[src/rtl/dqs_pkg.sv]
package dqs_pkg;

    localparam int DEPTH_DEF      = 16;
    localparam int DATA_WIDTH_DEF = 32;

    typedef enum logic [2:0] {
        CMD_PUSH_FRONT = 3'd0,
        CMD_PUSH_BACK  = 3'd1,
        CMD_POP_FRONT  = 3'd2,
        CMD_POP_BACK   = 3'd3,
        CMD_FIND       = 3'd4,
        CMD_READ_KTH   = 3'd5,
        CMD_CLEAR      = 3'd6
    } t_cmd;

    typedef enum logic [1:0] {
        ST_OK    = 2'd0,
        ST_EMPTY = 2'd1,
        ST_FULL  = 2'd2,
        ST_RANGE = 2'd3
    } t_status;

    // per-cell load controls, at most one set in a cycle
    typedef struct packed {
        logic load;       // take the incoming word
        logic take_prev;  // shift toward the back
        logic take_next;  // shift toward the front
    } t_cell_ctl;

endpackage

[src/rtl/dqs_cell.sv]
module dqs_cell #(
    parameter int DATA_WIDTH = dqs_pkg::DATA_WIDTH_DEF,
    parameter int CNT_W      = 5,
    parameter int IDX        = 0
) (
    input  logic                  i_clk,
    input  dqs_pkg::t_cell_ctl    i_ctl,
    input  logic [DATA_WIDTH-1:0] i_word,
    input  logic [DATA_WIDTH-1:0] i_prev_word,
    input  logic [DATA_WIDTH-1:0] i_next_word,
    input  logic [CNT_W-1:0]      i_count,
    output logic [DATA_WIDTH-1:0] o_word,
    output logic                  o_match
);
    import dqs_pkg::*;

    logic [DATA_WIDTH-1:0] r_word;
    logic                  live;

    // cell holds a stored word when its position is below the count
    assign live = (i_count > CNT_W'(IDX));

    always_ff @(posedge i_clk) begin
        priority if (i_ctl.load) begin
            r_word <= i_word;
        end else if (i_ctl.take_prev) begin
            r_word <= i_prev_word;
        end else if (i_ctl.take_next) begin
            r_word <= i_next_word;
        end else begin
            r_word <= r_word;
        end
    end

    assign o_word  = r_word;
    assign o_match = live && (r_word == i_word);

endmodule

[src/rtl/bounded_deque_with_search.sv]
// channel  | valid       | ready       | payload
// ---------+-------------+-------------+--------------------------------------------
// command  | i_in_valid  | o_in_ready  | i_cmd, i_value, i_position
// result   | o_out_valid | i_out_ready | o_status, o_data_out, o_found, o_count
//
// one command per cycle while no result beat is stalled; every command finishes in the cycle
// it is accepted and its result beat appears on the next cycle from the output register
// the store is a row of cells, front in cell 0; front pushes and front pops shift the row
// reset clears the count and the output valid; cell contents stay unknown until written
// a stalled result beat holds o_in_ready low until taken, unless taken in the same cycle
module bounded_deque_with_search #(
    parameter int DEPTH      = dqs_pkg::DEPTH_DEF,
    parameter int DATA_WIDTH = dqs_pkg::DATA_WIDTH_DEF,
    localparam int CNT_W     = $clog2(DEPTH + 1),
    localparam int IDX_W     = (DEPTH > 1) ? $clog2(DEPTH) : 1
) (
    input  logic               i_clk,
    input  logic               i_rst_n,
    input  logic               i_in_valid,
    output logic               o_in_ready,
    input  logic [2:0]         i_cmd,
    input  logic signed [31:0] i_value,
    input  logic [CNT_W-1:0]   i_position,
    output logic               o_out_valid,
    input  logic               i_out_ready,
    output dqs_pkg::t_status   o_status,
    output logic signed [31:0] o_data_out,
    output logic               o_found,
    output logic [CNT_W-1:0]   o_count
);
    import dqs_pkg::*;

    // control state
    logic             r_out_valid;
    logic [CNT_W-1:0] r_count;
    logic [CNT_W-1:0] n_count;

    // result register
    t_status          r_status;
    t_status          n_status;
    logic [31:0]      r_data;
    logic [31:0]      n_data;
    logic             r_found;
    logic             n_found;

    logic                  accept;
    logic                  full;
    logic                  empty;
    logic                  do_push_front;
    logic                  do_push_back;
    logic                  do_pop_front;
    logic [63:0]           value_ext;
    logic [DATA_WIDTH-1:0] in_word;
    logic [IDX_W-1:0]      rd_idx;
    logic signed [DATA_WIDTH-1:0] rd_word;
    logic [63:0]           rd_ext;
    logic                  pos_bad;

    t_cell_ctl             cell_ctl   [DEPTH];
    logic [DATA_WIDTH-1:0] cell_word  [DEPTH];
    logic [DEPTH-1:0]      cell_match;

    assign accept     = i_in_valid && o_in_ready;
    assign o_in_ready = !r_out_valid || i_out_ready;
    assign full       = (r_count == CNT_W'(DEPTH));
    assign empty      = (r_count == '0);

    // value kept in its low DATA_WIDTH bits after sign extension
    assign value_ext = 64'(i_value);
    assign in_word   = value_ext[DATA_WIDTH-1:0];

    assign do_push_front = accept && (t_cmd'(i_cmd) == CMD_PUSH_FRONT) && !full;
    assign do_push_back  = accept && (t_cmd'(i_cmd) == CMD_PUSH_BACK) && !full;
    assign do_pop_front  = accept && (t_cmd'(i_cmd) == CMD_POP_FRONT) && !empty;

    // cell controls: push front shifts the row back, pop front shifts it forward
    always_comb begin
        for (int k = 0; k < DEPTH; k++) begin
            cell_ctl[k].load      = (do_push_front && (k == 0))
                                 || (do_push_back && (r_count == CNT_W'(k)));
            cell_ctl[k].take_prev = do_push_front && (k != 0);
            cell_ctl[k].take_next = do_pop_front;
        end
    end

    for (genvar g = 0; g < DEPTH; g++) begin : g_cell
        dqs_cell #(
            .DATA_WIDTH (DATA_WIDTH),
            .CNT_W      (CNT_W),
            .IDX        (g)
        ) u_cell (
            .i_clk       (i_clk),
            .i_ctl       (cell_ctl[g]),
            .i_word      (in_word),
            .i_prev_word ((g == 0) ? in_word : cell_word[(g == 0) ? 0 : g - 1]),
            .i_next_word ((g == DEPTH - 1) ? cell_word[g]
                                           : cell_word[(g == DEPTH - 1) ? g : g + 1]),
            .i_count     (r_count),
            .o_word      (cell_word[g]),
            .o_match     (cell_match[g])
        );
    end

    // one read port over the row: front, back or k-th word
    always_comb begin
        unique case (t_cmd'(i_cmd))
            CMD_POP_BACK: rd_idx = IDX_W'(r_count - CNT_W'(1));
            CMD_READ_KTH: rd_idx = IDX_W'(i_position - CNT_W'(1));
            default:      rd_idx = '0;
        endcase
    end

    assign rd_word = cell_word[rd_idx];
    assign rd_ext  = 64'(rd_word);
    assign pos_bad = (i_position == '0) || (i_position > r_count);

    // next count and result fields
    always_comb begin
        n_count  = r_count;
        n_status = ST_OK;
        n_data   = '0;
        n_found  = 1'b0;
        unique case (t_cmd'(i_cmd))
            CMD_PUSH_FRONT, CMD_PUSH_BACK: begin
                if (full) begin
                    n_status = ST_FULL;
                end else begin
                    n_count = r_count + CNT_W'(1);
                end
            end
            CMD_POP_FRONT, CMD_POP_BACK: begin
                if (empty) begin
                    n_status = ST_EMPTY;
                end else begin
                    n_data  = rd_ext[31:0];
                    n_count = r_count - CNT_W'(1);
                end
            end
            CMD_FIND: begin
                n_found = |cell_match;
            end
            CMD_READ_KTH: begin
                if (pos_bad) begin
                    n_status = ST_RANGE;
                end else begin
                    n_data = rd_ext[31:0];
                end
            end
            CMD_CLEAR: begin
                n_count = '0;
            end
            default: begin
                n_count = r_count;
            end
        endcase
    end

    always_ff @(posedge i_clk) begin
        if (!i_rst_n) begin
            r_out_valid <= 1'b0;
            r_count     <= '0;
        end else begin
            if (accept) begin
                r_out_valid <= 1'b1;
                r_count     <= n_count;
            end else if (i_out_ready) begin
                r_out_valid <= 1'b0;
            end
        end
    end

    always_ff @(posedge i_clk) begin
        if (accept) begin
            r_status <= n_status;
            r_data   <= n_data;
            r_found  <= n_found;
        end
    end

    assign o_out_valid = r_out_valid;
    assign o_status    = r_status;
    assign o_data_out  = r_data;
    assign o_found     = r_found;
    assign o_count     = r_count;

`ifndef SYNTH
    a_count_bound: assert property (@(posedge i_clk) disable iff (!i_rst_n)
        r_count <= CNT_W'(DEPTH))
        else $error("count above depth");

    a_full_push: assert property (@(posedge i_clk) disable iff (!i_rst_n)
        (accept && full && ((t_cmd'(i_cmd) == CMD_PUSH_FRONT)
                         || (t_cmd'(i_cmd) == CMD_PUSH_BACK)))
        |=> (o_status == ST_FULL) && (o_count == CNT_W'(DEPTH)))
        else $error("push on full queue not refused");

    a_clear: assert property (@(posedge i_clk) disable iff (!i_rst_n)
        (accept && (t_cmd'(i_cmd) == CMD_CLEAR))
        |=> o_out_valid && (o_count == '0) && (o_status == ST_OK))
        else $error("clear did not empty the queue");

    a_err_data: assert property (@(posedge i_clk) disable iff (!i_rst_n)
        (o_out_valid && (o_status != ST_OK)) |-> (o_data_out == '0) && !o_found)
        else $error("error beat carries data");
`endif

endmodule
[config.mk]
export PLATFORM = sky130hd
export DESIGN_NAME = bounded_deque_with_search
export DESIGN_NICKNAME = d
export VERILOG_FILES = /design/src/rtl/dqs_pkg.sv /design/src/rtl/dqs_cell.sv /design/src/rtl/bounded_deque_with_search.sv
export SDC_FILE = /design/constraint.sdc
export NUM_CORES = 2
export LEC_CHECK = 0
export BUFFER_PORTS_ARGS = -buffer_cell sky130_fd_sc_hd__buf_2
export CAP_MARGIN = 10
export CORE_UTILIZATION = 29
export DETAILED_ROUTE_END_ITERATION = 10
export PLACE_DENSITY_LB_ADDON = 0.08
export REMOVE_ABC_BUFFERS = 1
export SYNTH_ARGS = -nofsm -noshare
export SYNTH_HDL_FRONTEND = slang
export SYNTH_HIERARCHICAL = 1
export SYNTH_SLANG_ARGS = --single-unit
[constraint.sdc]
create_clock -name i_clk -period 3.4 [get_ports i_clk]
set_clock_uncertainty 0.15 [all_clocks]
set_input_delay 0.17 -clock i_clk [delete_from_list [all_inputs] [get_ports i_clk]]
set_output_delay 0.17 -clock i_clk [all_outputs]
set_load 0.01 [all_outputs]
# Yosys cells after proc, flatten, opt, wreduce, memory -nomap -nowiden
# Cells that the tools add are included.
# word_totals
ff_bits	553
out_inout_bits	42
inputBits	44
word_cells	215
# classes
n_eq_ne	40
add_sub_neg	3
n_reduce_logical	70
magnitude_cmp	18
bitwise_logic	1
n_mux	62
# ops
operator	count
32-bit 2-to-1 mux	50
32-bit equality test	16
32-bit binary-select mux with 4-bit select	1
32-bit case mux with 2 select lines	1
3-bit nonzero test	15
5-bit by 4-bit equality test with 1-bit output (second input constant)	8
5-bit by 4-bit greater-than comparator with 1-bit output (second input constant)	8
1-bit logical AND	39
5-bit by 3-bit equality test with 1-bit output (second input constant)	4
5-bit by 3-bit greater-than comparator with 1-bit output (second input constant)	4
16-bit OR reduction	1
5-bit case mux with 3 select lines	1
5-bit by 2-bit equality test with 1-bit output (second input constant)	2
5-bit by 1-bit greater-than comparator with 1-bit output (second input constant)	2
5-bit by 2-bit greater-than comparator with 1-bit output (second input constant)	2
5-bit logical NOT	2
5-bit 2-to-1 mux	2
3-bit equality test (second input constant)	3
4-bit case mux with 2 select lines	1
3-bit by 2-bit equality test with 1-bit output (second input constant)	2
2-bit case mux with 3 select lines	1
2-bit nonzero test	3
5-bit by 1-bit adder with 5-bit output (second input constant)	1
5-bit by 1-bit equality test with 1-bit output (second input constant)	1
15 further kinds	24

# Logic depth before layout (Yosys ltp)
# depth
word_depth	8
depth_mapped	10
ltp_nobuf	7

# By module
# The synthesis kept the hierarchy.
# modules_own_cells
mod	cells_per_inst	area_per_inst_um2	seq_area_each_um2	instances
bounded_deque_with_search	458	6065.8	1171.1	1
dqs_cell at g_cell[14].u_cell ...	184	1985.7	960.9	2
dqs_cell at g_cell[1].u_cell	185	2010.7	960.9	1
dqs_cell at g_cell[0].u_cell	185	2006.9	960.9	1
dqs_cell at g_cell[2].u_cell	184	2004.4	960.9	1
dqs_cell at g_cell[12].u_cell	185	2001.9	960.9	1
dqs_cell at g_cell[8].u_cell	184	2000.7	960.9	1
dqs_cell at g_cell[10].u_cell	185	1989.4	960.9	1
dqs_cell at g_cell[9].u_cell	185	1988.2	960.9	1
dqs_cell at g_cell[5].u_cell	185	1986.9	960.9	1
dqs_cell at g_cell[11].u_cell	185	1984.4	960.9	1
dqs_cell at g_cell[13].u_cell	184	1983.2	960.9	1
dqs_cell at g_cell[4].u_cell	185	1979.4	960.9	1
dqs_cell at g_cell[15].u_cell	184	1978.1	960.9	1
2 more rows	-	-	-	-

# Worst setup path before layout
# Ideal clock, no wire load.
# synth_timing
path_kind	reg2reg
startpoint	reg r_count[1] (netlist: o_count[1])
endpoint	reg g_cell[0].u_cell.r_word[0], enable pin
path_buffers	0
synth_period_minus_slack_ns	3.582
setup_slack_ns	-0.182
arrival_ns	3.042
setup_time_ns	0.390
t_required_ns	2.860
path_stages_with_launch	6
cell_sequence	dfxtp_1 > inv_1 > ha_1 > nor4b_1 > nor4b_1 > or3_1
# synth_lines
item	line_no	text
start: declaration	bounded_deque_with_search.sv:35	logic [CNT_W-1:0] r_count;
start signal: assignment	bounded_deque_with_search.sv:165	r_count <= n_count;
end signal: assignment	dqs_cell.sv:25	r_word <= i_word;
end signal: assignment	dqs_cell.sv:27	r_word <= i_prev_word;
end signal: assignment	dqs_cell.sv:29	r_word <= i_next_word;
end: declaration	dqs_cell.sv:17	logic [DATA_WIDTH-1:0] r_word;

# Final worst setup path
# layout_timing
startpoint	reg r_count[3] (netlist: o_count[3])
endpoint	reg r_found (netlist: o_found), data pin
# layout_via
elab_chain_cells	3
elab_cells_between_ends	33
cone_classes	order compare: 16; reduce/logical: 17
# layout_rtl
item	line_no	text
5-bit by 1-bit greater-than comparator with 1-bit output	dqs_cell.sv:21	assign live = (i_count > CNT_W'(IDX));
1-bit logical AND	dqs_cell.sv:36	assign o_match = live && (r_word == i_word);
via cell_match[1]	bounded_deque_with_search.sv:61	logic [DEPTH-1:0] cell_match;
16-bit OR reduction	bounded_deque_with_search.sv:140	n_found = |cell_match;
end signal: assignment	bounded_deque_with_search.sv:176	r_found <= n_found;
end: declaration	bounded_deque_with_search.sv:43	logic r_found;
# The timed path passes the listed nets, and every way through them passes these cells.
# A chain may end at the register's enable or synchronous reset.

==> impl_metrics.csv <==
group,metric,value,unit
route,wl_per_cell,30.25,um
min_path,min_to,"g_cell[11].u_cell/o_word[17]$_DFFE_PP_",
yosys,synth-edff-count,547,
clocking,cts_tree,"yes",
setup_path,r2r_setup_slack,10,ps
finish,area_growth,16.95,%
floorplanning,start_util,0.2923,
setup_path,path_class,"flop to flop",
timing,tightest_slew,1141,ps
clocking,clock_latency,660,ps
route,via_count,29490,
timing,setup_ws,10.60,ps
route,avgViaCountPerCell,5.461,
route,firstDrtPassIters,5,
setup_path,cp.required,3650,ps
placed_design,gp_congestion,0.8840,
clocking,cts.sinks,553,
finish,final_util,0.3419,
clocking,cts_inserted_buffers,75,
setup_path,critPathArrivalTime,3640,ps
global_routing,grt_max_degree,65,
pwr,p_int,13.23,mW
placed_design,placed_area,41730,sq um
clocking,clockBufferDepth,3,
yosys,yosysTopAreaCell,"edfxtp_1",
yosys,post-synth-top-count-cell,"edfxtp_1",
floorplanning,num_io_pins,86,
pwr,sw_frac_of_total,0.2943,
setup_path,critPathBufInv,2,
global_routing,grt_overflow_total,0,
timing,layout_worst_path_cycle_share,0.9969,
yosys,synthCells,3410,
status,status,"finished clean",
pwr,powerDensity,422.9,nW/um^2
clocking,cts_max_level,3,
floorplanning,die_area,132100,sq um
yosys,synth_top_area_frac,0.4334,
pwr,ir_worst_vdd,0.3259,mV
timing,slew_headroom,0.2391,
placed_design,pre_cts_slack,-160.0,ps
finish,fin_area,44330,sq um
yosys,ys.flop_type,"edfxtp_1",
placed_design,io_buffer_count,85,
setup_path,end_kind,"flop",
min_path,hold_depth,3,
min_path,hold_start,"i_value[17]",
timing,setup_violations,0,
yosys,async_flop_share,0,
setup_path,reg2reg_to,"o_found$_SDFFCE_PP0P_",
placed_design,dp_hpwl,118700,um
timing,grt_setup_unrepaired,"no",
pwr,switchingPower,5.518,mW
setup_path,crit_chain,"buf_4 -> nor4_1 -> buf_4 -> nor4_1 -> nand4_1 -> nor3_2 -> nor4_1 -> and4_1 -> nor3_1",
pwr,p_leak,13.72,nW
route,wl,163300,um
finish,drive_gt1_frac,0.1710,
yosys,ys_seq_elements,553,
timing,slew_viol_final,0,
setup_path,rr_worst_depth,9,
clocking,clk_pin_slew_worst_paths,60,ps
setup_path,cp-start-kind,"flop",
clocking,cts_root_buf,"clkbuf_16",
global_routing,grt_usage,0.2433,
pwr,pwr-share-seq,0.435,
route,drt_iter0_drc,3081,
setup_path,max_stage_delay,850,ps
yosys,netlist_area,37900,sq um
floorplanning,die_x,363.5,um
pwr,combPwrFrac,0.161,
run,drv_cap,0,
setup_path,cp_slowest_cell,"nor4_1",
global_routing,grt_first_pass_wirelength,230100,um
yosys,ys_top_cells_by_count,"edfxtp_1 (547), nand2_1 (526), mux2i_1 (512)",
timing,period_minus_slack,3389,ps
min_path,hp-class,"primary input to flop",
setup_path,cpMostUsedCell,"nor4_1",
global_routing,grt_pass1_vias,28880,
setup_path,critical_path.top_delay_family,"simple AND/OR/NAND/NOR gates",
setup_path,timing.rr.start,"o_count[3]$_SDFFE_PN0P_",
timing,max_freq,0.2950,GHz
floorplanning,core_area,129600,sq um
timing,finalHoldViolations,0,
yosys,yosysSeqAreaShare,0.4366,
floorplanning,die_h,363.5,um
yosys,avgSynthCellArea,11.11,sq um
route,drc,0,
yosys,synthDistinctLibCells,63,
yosys,synthTopCellsByArea,"edfxtp_1 (43%), mux2i_1 (14%), xor2_1 (10%)",
global_routing,antenna_found_initial,9,
route,ant_nets,0,
pwr,power.share.clock,0.404,
floorplanning,rows,132,
setup_path,critPathMaxFanout,19,
yosys,ys_warn_count,6,
finish,nets,3659,
-- power by group through the flow --
stage | clock network (mW) | logic [mW] | registers [mW]
2_1_floorplan | 0 | 2.00 | 8.18
3_3_place_gp | 0 | 2.93 | 8.30
3_5_place_dp | 0 | 2.95 | 8.30
4_1_cts | 7.79 | 2.99 | 8.17
5_1_grt | 8.01 | 3.17 | 8.19
6_report | 7.57 | 3.02 | 8.16
-- layout by cell type (no fill, tap or decap), types with 80 or more instances in the layout --
cell type  Yosys  final
nor4_1        96     96
mux4_2       128    128
nand2_1      526    526
xor2_1       435    435
edfxtp_1     547    547
a22oi_1       97     92
buf_4         46    187
xnor2_1       80     80
o21ai_0      462    461
mux2i_1      512    512
buf_2         67     85
-- worst reg2reg max path: stages, from the launching register on --
cell and delay [ps]:
dfxtp_1 400, buf_4 320, nor4_1 410, buf_4 170, nor4_1 40, nand4_1 180, nor3_2 60, nor4_1 850
and4_1 470, nor3_1 80
-- final cells by class --
type,count,area (sq um)
clock buffers,101,2100
flip-flops and latches,553,16550
multi-input cells,2615,20320
clock inverters,29,136.4
diodes,1,2.502
fillers,12870,85320
repair buffers,346,3000
well taps,1742,2180
inverters,12,45.04
-- routing by layer --
metal / track usage / wire length, um / vias to the layer above
met1: 0.3361 / 72250 / 15040
met4: 0.05833 / 3495 / 0
met2: 0.3955 / 76480 / 1151
li1: - / - / 13150
met3: 0.03966 / 11070 / 145
met5: 0 / 0 / -
-- stage by stage --
stage	hold WS, ps	power [mW]	cells	TNS, ps
final	24.74	18.75	5399	0
after global routing	43.86	19.36	5398	0
after CTS	5.984	18.94	5395	0
after detailed placement	280.8	11.25	5234	-331.4
after global placement	286.0	11.23	5234	-255.5
after floorplan	149.5	10.18	3180	-
-- logic make-up (layout without fill, tap and decap cells) --
| group | count (synthesis) | after routing | share of synthesized area |
|---|---|---|---|
| adder cells (fa/ha/maj) | 12 | 12 | 0.003961 |
| AND/OR/NAND/NOR | 781 | 781 | 0.09769 |
| buffers and inverters | 242 | 488 | 0.03272 |
| XOR/XNOR | 516 | 516 | 0.1194 |
| AO/OA/AOI/OAI | 665 | 665 | 0.09825 |
| flip-flops | 553 | 553 | 0.4366 |
| multiplexers | 640 | 640 | 0.2113 |
| other | 1 | 2 | 0.00009894 |
-- timing repair --
| item | CTS | global route |
|---|---|---|
| hold endpoints to repair | 107 | 0 |
| buffers inserted | 0 | 3 |
| cloned | 0 | 0 |
| pin swaps | 0 | 1 |
| hold buffers | 31 | 0 |
| endpoints found under the setup margin | 2 | 8 |
| resized for setup | 2 | 4 |
-- sequential cells by signal, summed over array words and instances, names as in the netlist --
name,flops
o_found,1
o_data_out,32
o_out_valid,1
o_status,2
g_cell.u_cell/o_word,512
o_count,5
-- how the worst max path moves through the flow --
stage	to	cells after the start	slack (ps)	startpoint
5_1_grt	g_cell[3].u_cell/o_word[18]$_DFFE_PP_	7	20	o_count[0]$_SDFFE_PN0P_
2_1_floorplan	g_cell[2].u_cell/o_word[0]$_DFFE_PP_	6	-29610	o_count[0]$_SDFFE_PN0P_
6_report	o_found$_SDFFCE_PP0P_	9	10	o_count[3]$_SDFFE_PN0P_
3_5_place_dp	o_found$_SDFFCE_PP0P_	10	-160	i_value[7]
3_3_place_gp	o_found$_SDFFCE_PP0P_	10	-160	i_value[7]
4_1_cts	o_found$_SDFFCE_PP0P_	9	20	o_count[3]$_SDFFE_PN0P_
No activity file was read; power rests on OpenSTA's default activity.
